`config.mk`:
```
export PLATFORM = sky130hd
export DESIGN_NAME = csv_byte_stream_parser
export DESIGN_NICKNAME = d
export VERILOG_FILES = /design/src/csvp_pkg.sv /design/src/csv_byte_stream_parser.sv /design/src/csvp_fifo.sv /design/src/csvp_front.sv /design/src/csvp_back.sv
export SDC_FILE = /design/constraint.sdc
export NUM_CORES = 1
export LEC_CHECK = 0
export BUFFER_PORTS_ARGS = -buffer_cell sky130_fd_sc_hd__buf_2
export CAP_MARGIN = 20
export CELL_PAD_IN_SITES_DETAIL_PLACEMENT = 1
export CELL_PAD_IN_SITES_GLOBAL_PLACEMENT = 1
export CORE_AREA = 2 2 141 143
export CTS_CLUSTER_SIZE = 24
export DETAILED_ROUTE_END_ITERATION = 8
export DIE_AREA = 0 0 143 145
export PLACE_DENSITY = 0.95
export RECOVER_POWER = 25
export SLEW_MARGIN = 5
export SYNTH_ARGS = -nofsm -noshare
export SYNTH_HDL_FRONTEND = slang
export SYNTH_SLANG_ARGS = --single-unit
```
`constraint.sdc`:
```
create_clock -name clk -period 11.6 [get_ports clk]
set_clock_uncertainty 0.1 [all_clocks]
set_input_delay 2.32 -clock clk [delete_from_list [all_inputs] [get_ports clk]]
set_output_delay 2.32 -clock clk [all_outputs]
set_load 0.005 [all_outputs]
```
`src/csvp_pkg.sv`:
```
`default_nettype none
// ----------------------------------------------------------------------------
// CSV byte stream parser - shared types and constants
// Operation codes passed from the byte classifier to the cell emitter, the
// result record, and the character codes the parser reacts to.
// ----------------------------------------------------------------------------
package csvp_pkg;

	localparam int COL_OUT_W = 5;
	localparam int ROW_OUT_W = 24;
	localparam int Q_DEPTH   = 4;

	localparam logic [7:0] CH_LF    = 8'h0A;
	localparam logic [7:0] CH_CR    = 8'h0D;
	localparam logic [7:0] CH_QUOTE = 8'h22;
	localparam logic [7:0] CH_COMMA = 8'h2C;
	localparam logic [7:0] MARK_B0  = 8'hEF;
	localparam logic [7:0] MARK_B1  = 8'hBB;
	localparam logic [7:0] MARK_B2  = 8'hBF;

	typedef enum logic [2:0] {
		OP_NONE  = 3'd0,
		OP_BYTE  = 3'd1,
		OP_COMMA = 3'd2,
		OP_ENDL  = 3'd3,
		OP_STAT  = 3'd4
	} op_kind_t;

	// data carries the cell byte, or the status code for OP_STAT
	typedef struct packed {
		op_kind_t    kind;
		logic [7:0]  data;
		logic        nonempty;
		logic        item_end;
	} op_t;

	typedef enum logic [1:0] {
		RT_BYTE     = 2'd0,
		RT_CELL_END = 2'd1,
		RT_STATUS   = 2'd2
	} rtype_t;

	typedef enum logic [1:0] {
		ST_OK         = 2'd0,
		ST_EMPTY_FILE = 2'd1,
		ST_NO_LINES   = 2'd2
	} status_t;

	typedef struct packed {
		rtype_t                 rtype;
		logic [7:0]             cell_byte;
		logic [COL_OUT_W-1:0]   column_index;
		logic [ROW_OUT_W-1:0]   row_index;
		logic                   is_header;
		logic                   padded;
		logic                   end_of_row;
		status_t                status;
		logic                   last;
	} result_t;

endpackage
`default_nettype wire

```
`src/csv_byte_stream_parser.sv`:
```
`default_nettype none
// ----------------------------------------------------------------------------
// CSV byte stream parser
// Streaming CSV splitter: one file byte per request in, cell bytes, cell ends
// and a final status report out, each tagged with row and column.
// ----------------------------------------------------------------------------
// Feed the file one byte per request (tuser high marks a real byte, tlast
// marks the final request of the file; tlast with tuser low is a bare end).
// A leading EF BB BF mark is dropped, CR LF and LF end a line, commas split
// cells outside quotes, a quote opens quoting anywhere and a doubled quote
// inside quotes yields one quote. The first line is the header and fixes the
// column count (at most MAX_COLUMNS); data lines are padded with empty cells
// or cut to that count, empty data lines vanish, and the row number saturates
// at 2^ROW_BITS-1. At tlast the open line is closed, one status report is sent
// and the parser is back in its reset state for the next file. Each request's
// final result carries tlast on the output. In the classifier a request is
// worked off as steps in this order: held mark bytes released, a replayed lone
// CR, the byte itself, and the line close and report at end of file; a full
// queue stalls it. Operations cross a four-entry queue to the emitter, which
// sends one result per cycle while the output is ready; a short data row is
// closed with one padded empty cell at a time up to the header width, and a
// request whose final result follows another of its own results sends it from
// the holding stage, which takes no new operation until it is released.
// ----------------------------------------------------------------------------
module csv_byte_stream_parser #(
	parameter int MAX_COLUMNS = 32,
	parameter int ROW_BITS    = 24
) (
	input  logic        clk,
	input  logic        arst_n,
	// byte requests in
	input  logic        s_axis_tvalid,
	output logic        s_axis_tready,
	input  logic [7:0]  s_axis_tdata,   // [7:0] data_byte
	input  logic        s_axis_tuser,   // [0] has_byte
	input  logic        s_axis_tlast,   // end_of_stream
	// results out
	output logic        m_axis_tvalid,
	input  logic        m_axis_tready,
	output logic [39:0] m_axis_tdata,   // [7:0] cell_byte, [12:8] column_index,
	                                    // [36:13] row_index, [37] end_of_row,
	                                    // [39:38] status
	output logic [3:0]  m_axis_tuser,   // [1:0] result_type, [2] is_header, [3] padded
	output logic        m_axis_tlast    // last result of this request
);

	import csvp_pkg::*;

	localparam int OP_W = $bits(op_t);

	op_t            fe_op;
	logic           fe_push;
	logic           q_full;
	logic           q_valid;
	logic           q_pop;
	logic [OP_W-1:0] q_rdata;
	op_t            be_op;
	logic           res_valid;
	result_t        res;

	// classify bytes into cell operations
	csvp_front u_front (
		.clk      (clk),
		.arst_n   (arst_n),
		.in_valid (s_axis_tvalid),
		.in_ready (s_axis_tready),
		.in_byte  (s_axis_tdata),
		.in_has   (s_axis_tuser),
		.in_fin   (s_axis_tlast),
		.op_push  (fe_push),
		.op_data  (fe_op),
		.op_full  (q_full)
	);

	// decouple classifier stalls from padding bursts
	csvp_fifo #(
		.WIDTH (OP_W),
		.DEPTH (Q_DEPTH)
	) u_queue (
		.clk    (clk),
		.arst_n (arst_n),
		.push   (fe_push),
		.wdata  (fe_op),
		.pop    (q_pop),
		.full   (q_full),
		.valid  (q_valid),
		.rdata  (q_rdata)
	);

	assign be_op = op_t'(q_rdata);

	// emit cells against row and column bookkeeping
	csvp_back #(
		.MAX_COLUMNS (MAX_COLUMNS),
		.ROW_BITS    (ROW_BITS)
	) u_back (
		.clk       (clk),
		.arst_n    (arst_n),
		.op_valid  (q_valid),
		.op_data   (be_op),
		.op_pop    (q_pop),
		.res_valid (res_valid),
		.res_ready (m_axis_tready),
		.res_data  (res)
	);

	// pack the result record onto the stream
	assign m_axis_tvalid = res_valid;
	assign m_axis_tdata  = {res.status, res.end_of_row, res.row_index,
	                        res.column_index, res.cell_byte};
	assign m_axis_tuser  = {res.padded, res.is_header, res.rtype};
	assign m_axis_tlast  = res.last;

endmodule
`default_nettype wire

```
`src/csvp_fifo.sv`:
```
`default_nettype none
// ----------------------------------------------------------------------------
// CSV parser operation queue
// Small first-in first-out buffer between the byte classifier and the cell
// emitter; the head entry is visible without a pop.
// ----------------------------------------------------------------------------
module csvp_fifo #(
	parameter int WIDTH = 8,
	parameter int DEPTH = 4
) (
	input  logic             clk,
	input  logic             arst_n,
	input  logic             push,
	input  logic [WIDTH-1:0] wdata,
	input  logic             pop,
	output logic             full,
	output logic             valid,
	output logic [WIDTH-1:0] rdata
);

	localparam int PW = $clog2(DEPTH);

	logic [WIDTH-1:0] mem_q [DEPTH];
	logic [PW-1:0]    wr_q;
	logic [PW-1:0]    rd_q;
	logic [PW:0]      cnt_q;
	logic             do_push;
	logic             do_pop;

	assign full    = (cnt_q == (PW+1)'(DEPTH));
	assign valid   = (cnt_q != '0);
	assign rdata   = mem_q[rd_q];
	assign do_push = push && !full;
	assign do_pop  = pop && valid;

	always_ff @(posedge clk or negedge arst_n) begin
		if (!arst_n) begin
			wr_q  <= '0;
			rd_q  <= '0;
			cnt_q <= '0;
		end else begin
			if (do_push) begin
				wr_q <= (wr_q == PW'(DEPTH - 1)) ? '0 : wr_q + PW'(1);
			end
			if (do_pop) begin
				rd_q <= (rd_q == PW'(DEPTH - 1)) ? '0 : rd_q + PW'(1);
			end
			if (do_push && !do_pop) begin
				cnt_q <= cnt_q + (PW+1)'(1);
			end else if (do_pop && !do_push) begin
				cnt_q <= cnt_q - (PW+1)'(1);
			end
		end
	end

	always_ff @(posedge clk) begin
		if (do_push) begin
			mem_q[wr_q] <= wdata;
		end
	end

endmodule
`default_nettype wire

```
`src/csvp_front.sv`:
```
`default_nettype none
// ----------------------------------------------------------------------------
// CSV parser byte classifier
// Strips the byte-order mark, folds CR LF, tracks quoting and turns each
// request into a short list of cell operations for the emitter.
// ----------------------------------------------------------------------------
module csvp_front (
	input  logic            clk,
	input  logic            arst_n,
	input  logic            in_valid,
	output logic            in_ready,
	input  logic [7:0]      in_byte,
	input  logic            in_has,
	input  logic            in_fin,
	output logic            op_push,
	output csvp_pkg::op_t   op_data,
	input  logic            op_full
);

	import csvp_pkg::*;

	localparam int PH_N    = 6;
	localparam int PH_EF   = 0;
	localparam int PH_BB   = 1;
	localparam int PH_CR   = 2;
	localparam int PH_BYTE = 3;
	localparam int PH_ENDL = 4;
	localparam int PH_STAT = 5;

	typedef enum logic [2:0] {
		QS_OUT   = 3'b001,
		QS_IN    = 3'b010,
		QS_CLOSE = 3'b100
	} qstate_t;

	typedef struct packed {
		qstate_t  qs;
		op_kind_t kind;
	} char_res_t;

	function automatic char_res_t char_step(input logic [7:0] c, input qstate_t qs);
		char_res_t r;
		r.qs   = qs;
		r.kind = OP_NONE;
		unique case (qs)
			QS_IN: begin
				if (c == CH_QUOTE) r.qs = QS_CLOSE;
				else r.kind = OP_BYTE;
			end
			QS_CLOSE: begin
				if (c == CH_QUOTE) begin
					r.qs   = QS_IN;
					r.kind = OP_BYTE;
				end else begin
					r.qs = QS_OUT;
					if (c == CH_COMMA) r.kind = OP_COMMA;
					else if (c != CH_CR) r.kind = OP_BYTE;
				end
			end
			QS_OUT: begin
				if (c == CH_QUOTE) r.qs = QS_IN;
				else if (c == CH_COMMA) r.kind = OP_COMMA;
				else if (c != CH_CR) r.kind = OP_BYTE;
			end
			default: begin
				r.qs = QS_OUT;
			end
		endcase
		return r;
	endfunction

	// line and quoting state
	qstate_t    qs_q, p_qs, b_qs;
	logic       pend_q, p_pend, b_pend;
	logic       lempty_q, p_lempty, b_lempty;
	logic       hdone_q, p_hdone, b_hdone;
	logic       seen_q, p_seen, b_seen;
	logic       mark_done_q, p_mark, b_mark;
	logic [1:0] held_q, p_held, b_held;

	// request being worked off
	logic            item_v_q;
	logic [PH_N-1:0] mask_q;
	logic [7:0]      byte_q;
	logic            pushed_q;

	logic [PH_N-1:0] cur;
	logic [PH_N-1:0] mask_rest;
	logic            last_ph;
	logic            push;
	logic            adv;
	logic [7:0]      cc_char;
	char_res_t       cc_res;
	logic            use_cc;
	logic            do_endl;
	op_t             op_n;
	status_t         st_n;

	// accept side
	logic            acc;
	logic [7:0]      mark_exp;
	logic            ph0;
	logic            match;
	logic            mism;
	logic            content;
	logic            mark_a;
	logic [1:0]      held_a;
	logic [1:0]      rel;
	logic [PH_N-1:0] new_mask;

	assign cur       = mask_q & (~mask_q + PH_N'(1));
	assign mask_rest = mask_q & ~cur;
	assign last_ph   = item_v_q && (mask_rest == '0);

	always_comb begin
		if (cur[PH_EF]) cc_char = MARK_B0;
		else if (cur[PH_BB]) cc_char = MARK_B1;
		else if (cur[PH_CR]) cc_char = CH_CR;
		else cc_char = byte_q;
	end

	assign cc_res = char_step(cc_char, qs_q);

	assign st_n = !seen_q ? ST_EMPTY_FILE : (!hdone_q ? ST_NO_LINES : ST_OK);

	always_comb begin
		p_qs     = qs_q;
		p_pend   = pend_q;
		p_lempty = lempty_q;
		p_hdone  = hdone_q;
		p_seen   = seen_q;
		p_mark   = mark_done_q;
		p_held   = held_q;
		use_cc   = 1'b0;
		do_endl  = 1'b0;
		op_n     = '{kind: OP_NONE, data: 8'h00, nonempty: 1'b0, item_end: 1'b0};

		if (item_v_q) begin
			if (cur[PH_EF] || cur[PH_BB]) begin
				use_cc = 1'b1;
			end else if (cur[PH_CR]) begin
				// lone CR replayed as content
				use_cc = 1'b1;
				p_pend = 1'b0;
			end else if (cur[PH_BYTE]) begin
				if (byte_q == CH_LF) do_endl = 1'b1;
				else if (byte_q == CH_CR) p_pend = 1'b1;
				else use_cc = 1'b1;
			end else if (cur[PH_ENDL]) begin
				do_endl = !lempty_q || pend_q;
			end else if (cur[PH_STAT]) begin
				op_n.kind = OP_STAT;
				op_n.data = {6'b0, st_n};
				p_qs      = QS_OUT;
				p_pend    = 1'b0;
				p_lempty  = 1'b1;
				p_hdone   = 1'b0;
				p_seen    = 1'b0;
				p_mark    = 1'b0;
				p_held    = 2'd0;
			end

			if (use_cc) begin
				p_lempty  = 1'b0;
				p_qs      = cc_res.qs;
				op_n.kind = cc_res.kind;
				op_n.data = cc_char;
			end
			if (do_endl) begin
				op_n.kind     = OP_ENDL;
				op_n.nonempty = !lempty_q;
				p_qs          = QS_OUT;
				p_lempty      = 1'b1;
				p_pend        = 1'b0;
				p_hdone       = 1'b1;
			end
		end
		op_n.item_end = last_ph;
	end

	// a request that produced operations closes with a marker even if its
	// final step has nothing to send
	assign push    = item_v_q && ((op_n.kind != OP_NONE) || (last_ph && pushed_q));
	assign adv     = item_v_q && (!push || !op_full);
	assign op_push = push && !op_full;
	assign op_data = op_n;

	assign b_qs     = adv ? p_qs : qs_q;
	assign b_pend   = adv ? p_pend : pend_q;
	assign b_lempty = adv ? p_lempty : lempty_q;
	assign b_hdone  = adv ? p_hdone : hdone_q;
	assign b_seen   = adv ? p_seen : seen_q;
	assign b_mark   = adv ? p_mark : mark_done_q;
	assign b_held   = adv ? p_held : held_q;

	assign in_ready = !item_v_q || (adv && last_ph);
	assign acc      = in_valid && in_ready;

	// mark check and step list for the incoming request, seen after the
	// finishing step of the previous one
	always_comb begin
		unique case (b_held)
			2'd0:    mark_exp = MARK_B0;
			2'd1:    mark_exp = MARK_B1;
			default: mark_exp = MARK_B2;
		endcase
		ph0     = !b_mark;
		match   = in_has && ph0 && (in_byte == mark_exp);
		mism    = in_has && ph0 && !match;
		content = in_has && !match;

		if (match) begin
			held_a = (b_held == 2'd2) ? 2'd0 : b_held + 2'd1;
			mark_a = (b_held == 2'd2);
		end else if (mism) begin
			held_a = 2'd0;
			mark_a = 1'b1;
		end else begin
			held_a = b_held;
			mark_a = b_mark;
		end

		if (mism) rel = b_held;
		else if (in_fin && !mark_a) rel = held_a;
		else rel = 2'd0;

		new_mask          = '0;
		new_mask[PH_EF]   = (rel != 2'd0);
		new_mask[PH_BB]   = (rel == 2'd2);
		new_mask[PH_CR]   = content && b_pend && (in_byte != CH_LF);
		new_mask[PH_BYTE] = content;
		new_mask[PH_ENDL] = in_fin;
		new_mask[PH_STAT] = in_fin;
	end

	always_ff @(posedge clk or negedge arst_n) begin
		if (!arst_n) begin
			qs_q        <= QS_OUT;
			pend_q      <= 1'b0;
			lempty_q    <= 1'b1;
			hdone_q     <= 1'b0;
			seen_q      <= 1'b0;
			mark_done_q <= 1'b0;
			held_q      <= 2'd0;
			item_v_q    <= 1'b0;
			mask_q      <= '0;
			pushed_q    <= 1'b0;
		end else begin
			qs_q     <= b_qs;
			pend_q   <= b_pend;
			lempty_q <= b_lempty;
			hdone_q  <= b_hdone;
			if (acc) begin
				seen_q      <= b_seen | in_has;
				mark_done_q <= mark_a;
				held_q      <= held_a;
				item_v_q    <= (new_mask != '0);
				mask_q      <= new_mask;
				pushed_q    <= 1'b0;
			end else begin
				seen_q      <= b_seen;
				mark_done_q <= b_mark;
				held_q      <= b_held;
				if (adv) begin
					mask_q   <= mask_rest;
					pushed_q <= pushed_q | push;
					if (last_ph) item_v_q <= 1'b0;
				end
			end
		end
	end

	always_ff @(posedge clk) begin
		if (acc) begin
			byte_q <= in_byte;
		end
	end

endmodule
`default_nettype wire

```
`src/csvp_back.sv`:
```
`default_nettype none
// ----------------------------------------------------------------------------
// CSV parser cell emitter
// Tracks row and column, fixes the header width, pads short rows and cuts
// long ones, and marks the final result of each request.
// ----------------------------------------------------------------------------
module csvp_back #(
	parameter int MAX_COLUMNS = 32,
	parameter int ROW_BITS    = 24
) (
	input  logic                clk,
	input  logic                arst_n,
	input  logic                op_valid,
	input  csvp_pkg::op_t       op_data,
	output logic                op_pop,
	output logic                res_valid,
	input  logic                res_ready,
	output csvp_pkg::result_t   res_data
);

	import csvp_pkg::*;

	localparam int               COL_W = $clog2(MAX_COLUMNS + 1);
	localparam logic [COL_W-1:0] MAXC  = COL_W'(MAX_COLUMNS);

	logic [COL_W-1:0]    col_q, n_col;
	logic [COL_W-1:0]    hw_q, n_hw;
	logic [ROW_BITS-1:0] row_q, n_row;
	logic                hdone_q, n_hdone;
	logic                lempty_q, n_lempty;
	logic                pad_q, n_pad;

	// holding stage: the newest result waits until it is known whether
	// another one of the same request follows
	logic                hv_q;
	logic                hfin_q;
	result_t             hres_q;
	logic                ov_q;
	result_t             ores_q;

	logic [COL_W-1:0]    lim;
	logic [COL_W:0]      col_p1;
	logic                col_lt_lim;
	logic                col_lt_max;
	logic                eor_lim;
	logic [ROW_BITS-1:0] row_inc;
	logic [ROW_BITS-1:0] row_eff;

	result_t             r;
	result_t             o_n;
	logic                rv;
	logic                done;
	logic                e;
	logic                can_load;
	logic                drain;
	logic                want_out;
	logic                go;

	assign lim        = hdone_q ? hw_q : MAXC;
	assign col_p1     = {1'b0, col_q} + (COL_W+1)'(1);
	assign col_lt_lim = (col_q < lim);
	assign col_lt_max = (col_q < MAXC);
	assign eor_lim    = (col_p1 == {1'b0, lim});
	assign row_inc    = (row_q == '1) ? row_q : row_q + ROW_BITS'(1);
	assign row_eff    = (lempty_q && hdone_q) ? row_inc : row_q;

	always_comb begin
		n_col    = col_q;
		n_hw     = hw_q;
		n_row    = row_q;
		n_hdone  = hdone_q;
		n_lempty = lempty_q;
		n_pad    = pad_q;
		rv       = 1'b0;
		done     = 1'b1;

		r              = '0;
		r.rtype        = RT_BYTE;
		r.column_index = COL_OUT_W'(col_q);
		r.row_index    = ROW_OUT_W'(row_eff);
		r.is_header    = !hdone_q;
		r.status       = ST_OK;

		unique case (op_data.kind)
			OP_NONE: begin
				done = 1'b1;
			end
			OP_BYTE: begin
				rv          = col_lt_lim;
				r.cell_byte = op_data.data;
				n_lempty    = 1'b0;
				n_row       = row_eff;
			end
			OP_COMMA: begin
				rv           = col_lt_lim;
				r.rtype      = RT_CELL_END;
				r.end_of_row = eor_lim;
				n_lempty     = 1'b0;
				n_row        = row_eff;
				if (col_lt_max) n_col = col_p1[COL_W-1:0];
			end
			OP_ENDL: begin
				r.rtype = RT_CELL_END;
				if (pad_q) begin
					// one empty cell a cycle while the output takes it, up to the header width
					rv           = 1'b1;
					r.padded     = 1'b1;
					r.end_of_row = eor_lim;
					if (!eor_lim) begin
						done  = 1'b0;
						n_col = col_p1[COL_W-1:0];
					end
				end else if (!hdone_q) begin
					rv           = col_lt_max;
					r.end_of_row = 1'b1;
					n_hw         = col_lt_max ? col_p1[COL_W-1:0] : MAXC;
					n_hdone      = 1'b1;
				end else if (op_data.nonempty) begin
					rv           = col_lt_lim;
					r.end_of_row = eor_lim;
					n_row        = row_eff;
					if (col_lt_lim && !eor_lim) begin
						done     = 1'b0;
						n_pad    = 1'b1;
						n_lempty = 1'b0;
						n_col    = col_p1[COL_W-1:0];
					end
				end
				if (done) begin
					n_col    = '0;
					n_lempty = 1'b1;
					n_pad    = 1'b0;
				end
			end
			OP_STAT: begin
				rv             = 1'b1;
				r              = '0;
				r.rtype        = RT_STATUS;
				r.status       = status_t'(op_data.data[1:0]);
				n_col          = '0;
				n_hw           = '0;
				n_row          = '0;
				n_hdone        = 1'b0;
				n_lempty       = 1'b1;
				n_pad          = 1'b0;
			end
			default: begin
				done = 1'b1;
			end
		endcase
	end

	assign e        = done && op_data.item_end;
	assign can_load = !ov_q || res_ready;
	assign drain    = hv_q && hfin_q;
	assign want_out = hv_q ? (rv || e) : (rv && e);
	assign go       = op_valid && !drain && (!want_out || can_load);
	assign op_pop   = go && done;

	assign res_valid = ov_q;
	assign res_data  = ores_q;

	// next output word: the held result (final unless another follows), or
	// the current one straight through when nothing is held
	always_comb begin
		if (hv_q) begin
			o_n      = hres_q;
			o_n.last = drain || !rv;
		end else begin
			o_n      = r;
			o_n.last = 1'b1;
		end
	end

	always_ff @(posedge clk or negedge arst_n) begin
		if (!arst_n) begin
			col_q    <= '0;
			hw_q     <= '0;
			row_q    <= '0;
			hdone_q  <= 1'b0;
			lempty_q <= 1'b1;
			pad_q    <= 1'b0;
			hv_q     <= 1'b0;
			hfin_q   <= 1'b0;
			ov_q     <= 1'b0;
		end else begin
			if (go) begin
				col_q    <= n_col;
				hw_q     <= n_hw;
				row_q    <= n_row;
				hdone_q  <= n_hdone;
				lempty_q <= n_lempty;
				pad_q    <= n_pad;
			end

			if (drain && can_load) begin
				hv_q <= 1'b0;
			end else if (go) begin
				if (rv && !(e && !hv_q)) begin
					hv_q   <= 1'b1;
					hfin_q <= e;
				end else if (e) begin
					hv_q <= 1'b0;
				end
			end

			if ((drain && can_load) || (go && want_out)) begin
				ov_q <= 1'b1;
			end else if (res_ready) begin
				ov_q <= 1'b0;
			end
		end
	end

	always_ff @(posedge clk) begin
		if ((drain && can_load) || (go && want_out)) begin
			ores_q <= o_n;
		end
		if (go && rv && !(e && !hv_q)) begin
			hres_q <= r;
		end
	end

endmodule
`default_nettype wire
```
==> metrics <==
status complete, but fails checks; failing checks capacitance limit, slew limit; Worst Path Class, Setup in -> async; initial core utilization 53.3%; hold bufs inserted after CTS 0; cell depth of the worst setup path 2; maximum resistive drop on vdd ~0.00017 V; clock network latency to the later pin of the worst-skew pair roughly 0.52 ns; Power Dens Cells 340 nW/um2; Max Root-Sink Buffers 3; number of enable-type register cells in the synthesized netlist 149; crit path max-delay cell type sky130_fd_sc_hd__clkbuf_1; TritonCTS Buffers 24; post-synth net total between 800 and 900; pin count of the biggest net entering global routing 68; unrepaired setup endpoints after global routing false; endpoint class of the critical path asynchronous set/reset pin; cts repair resizes 0; wirelength, routed 29600 um; global-route wire length before repair approximately 47000 um; number of setup violations in the final report 0; remaining antenna violation count after routing 0; # DRC 0; data arrival time of the critical path between 5 and 6 ns; fillcell total approximately 1900; Storage cell area around 6200 um2; IO Count 61; maximum clock frequency about 0.17 GHz; number of max-slew violations in the final report 68; main area contributors after synthesis sky130_fd_sc_hd__edfxtp_1 44%, sky130_fd_sc_hd__dfrtp_1 16%, sky130_fd_sc_hd__mux2_2 3.1%; Sw Share 40.2%; clk slew on worst S/H paths about 0.06 ns; worst hold path depth 1; final hold violation count 0; warnings from Yosys 0; Cell Rows 51; flops & latches, synth roughly 220; Reg power frac 38.3%; path category of the worst min-delay check reg -> reg; area of the core 19200 um2; Yosys top cell area share between 40 and 50%; average via count per standard cell 6.32; area of the multi-input gates slightly below 4000 um2; via count of the first global-routing pass 8024; shortest clock period the worst path allows after layout between 5 and 6 ns; startpoint type of the worst setup path input port; half-perimeter wire length after detailed placement 18300 um; syn avg cell area between 10 and 15 um2; cell types with the highest counts after synthesis 149 x sky130_fd_sc_hd__edfxtp_1, 81 x sky130_fd_sc_hd__nand2_1, 65 x sky130_fd_sc_hd__nor2_1; sum of negative setup slack 0 ns; number of buffer and inverter stages on the critical path 2; required time at the endpoint of the critical path 10.87 ns; sequential share of the synthesized area 60.1%; crit path max fanout 67; proportion of power drawn by combinational gates between 40 and 50%; top cell type by total area after synthesis sky130_fd_sc_hd__edfxtp_1; slowest cell delay on critical path approximately 2.8 ns; die extent in y 145 um; DR iter-0 viols 541; number of clock sinks 216; Post-Synthesis Cells 833; global router's overall resource usage 29.0%; Final Wtd Congestion slightly below 0.9; Largest delay share family, worst path buffers and inverters; leading cell type by number of instances after synthesis sky130_fd_sc_hd__edfxtp_1; # nets final 921; Clk Tree Root Cell sky130_fd_sc_hd__clkbuf_16; measured slew at the worst slew-check pin 4.03 ns; clock tree from TritonCTS done; width of the die roughly 140 um; overall power after layout roughly 4.0 mW; grt ovf 0; count of unique library cells instantiated by Yosys 66; Max-slew headroom -169%; Switching Power 1.60 mW; post-DR wirelength/cell roughly 25 um; area of the die 20700 um2; dominant register cell in the synthesized netlist sky130_fd_sc_hd__edfxtp_1; clock group share of total power 21.5%; CP Cell Sequence buf_2 > clkbuf_1; Lkg Pwr 4.51 nW; internal power consumption 2.38 mW; max-cap check violation count 1; layout overhead on the synthesized area 14.0%; buffers inserted by post-CTS timing repair 0; Port Buffer Count 60; Via Count 7430; proportion of layout cells with a drive suffix above 1 17.5%; initial antenna violation count 1; detailed-routing iteration count for the pre-antenna-repair pass 6; Netlist Area Pre-Place around 10000 um2; H-tree depth 1; post-route fraction of the period consumed by the critical path between 50 and 60%; Worst Reg2Reg Path Length in Cells 10; ys async rst share between 30% and 40%
==> power by group through the flow <==
stage / registers [mW] / clock network (mW) / logic [mW]
after floorplan: 1.45 / 0 / 1.07
after global placement: 1.48 / 0 / 1.41
after detailed placement: 1.52 / 0 / 1.53
after CTS: 1.52 / 0.862 / 1.58
after global routing: 1.55 / 0.892 / 1.72
final: 1.52 / 0.856 / 1.60
==> area by class of cell <==
class / count / area share [%]
multi-input combinational: 556 / 33.0
clock buffer: 26 / 5.39
inverter: 25 / 0.804
clock inverter: 18 / 2.25
timing repair buffer: 68 / 2.97
tap: 265 / 2.84
sequential: 216 / 52.7
antenna: 1 / 0.0214
==> placed cells by master, fill, tap and decap left out, types with 7 or more instances in the layout <==
master	n
sky130_fd_sc_hd__buf_2	52
sky130_fd_sc_hd__mux4_2	13
sky130_fd_sc_hd__clkinvlp_4	8
sky130_fd_sc_hd__mux2_2	28
sky130_fd_sc_hd__dfrtp_1	63
sky130_fd_sc_hd__edfxtp_1	149
sky130_fd_sc_hd__xor2_1	20
sky130_fd_sc_hd__o21ai_0	33
sky130_fd_sc_hd__nand3_1	21
sky130_fd_sc_hd__and2_0	8
sky130_fd_sc_hd__nor2_1	64
sky130_fd_sc_hd__xnor2_1	10
sky130_fd_sc_hd__o31ai_1	33
sky130_fd_sc_hd__a31oi_1	7
sky130_fd_sc_hd__clkbuf_16	25
sky130_fd_sc_hd__nand4_1	12
sky130_fd_sc_hd__nor3_1	19
sky130_fd_sc_hd__mux2_1	20
sky130_fd_sc_hd__and3_1	12
sky130_fd_sc_hd__ha_1	15
sky130_fd_sc_hd__clkbuf_1	10
sky130_fd_sc_hd__nand2_1	81
sky130_fd_sc_hd__inv_1	23
sky130_fd_sc_hd__and4_1	7
sky130_fd_sc_hd__and2_1	13
sky130_fd_sc_hd__nand2b_1	11
sky130_fd_sc_hd__a21oi_1	36
==> worst paths after layout <==
| kind | startpoint | endpoint | slack (ns) |
|---|---|---|---|
| min reg2reg | u_queue.cnt_q[2] | u_queue.cnt_q[2] | 0.40 |
| min | u_queue.cnt_q[2] | u_queue.cnt_q[2] | 0.40 |
| max | arst_n | u_back.hv_q | 5.62 |
| max in group clk | u_front.byte_q[7] | s_axis_tready | 5.66 |
| min in group asynchronous | arst_n | u_back.hw_q[0] | 3.20 |
| max reg2reg | u_queue.rd_q[0] | u_back.hres_q[16] | 6.56 |
==> kinds of logic (layout without fill, tap and decap cells) <==
| family | after synthesis | in the layout | synth area share, % |
|---|---|---|---|
| XOR/XNOR | 30 | 30 | 2.57 |
| other | 0 | 1 | 0 |
| AND/OR/NAND/NOR | 283 | 283 | 13.8 |
| buffers and inverters | 61 | 137 | 2.42 |
| adder cells (fa/ha/maj) | 19 | 19 | 2.33 |
| flip-flops | 216 | 216 | 60.1 |
| multiplexers | 67 | 67 | 8.73 |
| AO/OA/AOI/OAI | 157 | 157 | 10.1 |
==> sequential cells by signal, indices dropped and copies added (netlist names), 2 cells and up <==
signal           cells
u_front.held_q       2
u_back.hw_q          6
u_queue.rd_q         2
u_queue.wr_q         2
u_back.hres_q       44
u_back.res_data     45
u_queue.mem_q       52
u_front.qs_q         3
u_front.mask_q       6
u_back.row_q        24
u_queue.cnt_q        3
u_front.byte_q       8
u_back.col_q         6
==> per-stage QoR <==
stage          std cells  cell area (um2)  hold WS (ns)  utilization, %  worst slack [ns]
2_1_floorplan        833            10200         0.357               -              4.96
3_3_place_gp        1129            10800         0.384            56.2              6.33
3_5_place_dp        1129            10800         0.400            56.2              6.26
4_1_cts             1173            11700         0.413            60.8              5.69
5_1_grt             1174            11700         0.426            60.8              4.85
6_report            1175            11700         0.403            60.8              5.62
==> per-layer routing <==
layer	routed length [um]	vias to the layer above	track usage, %
met5	0	-	0
li1	-	3216	-
met3	1650	97	4.19
met2	15600	349	51.9
met1	11000	3768	34.7
met4	1290	0	12.2
Note: power is estimated with default switching activity, not from simulation.
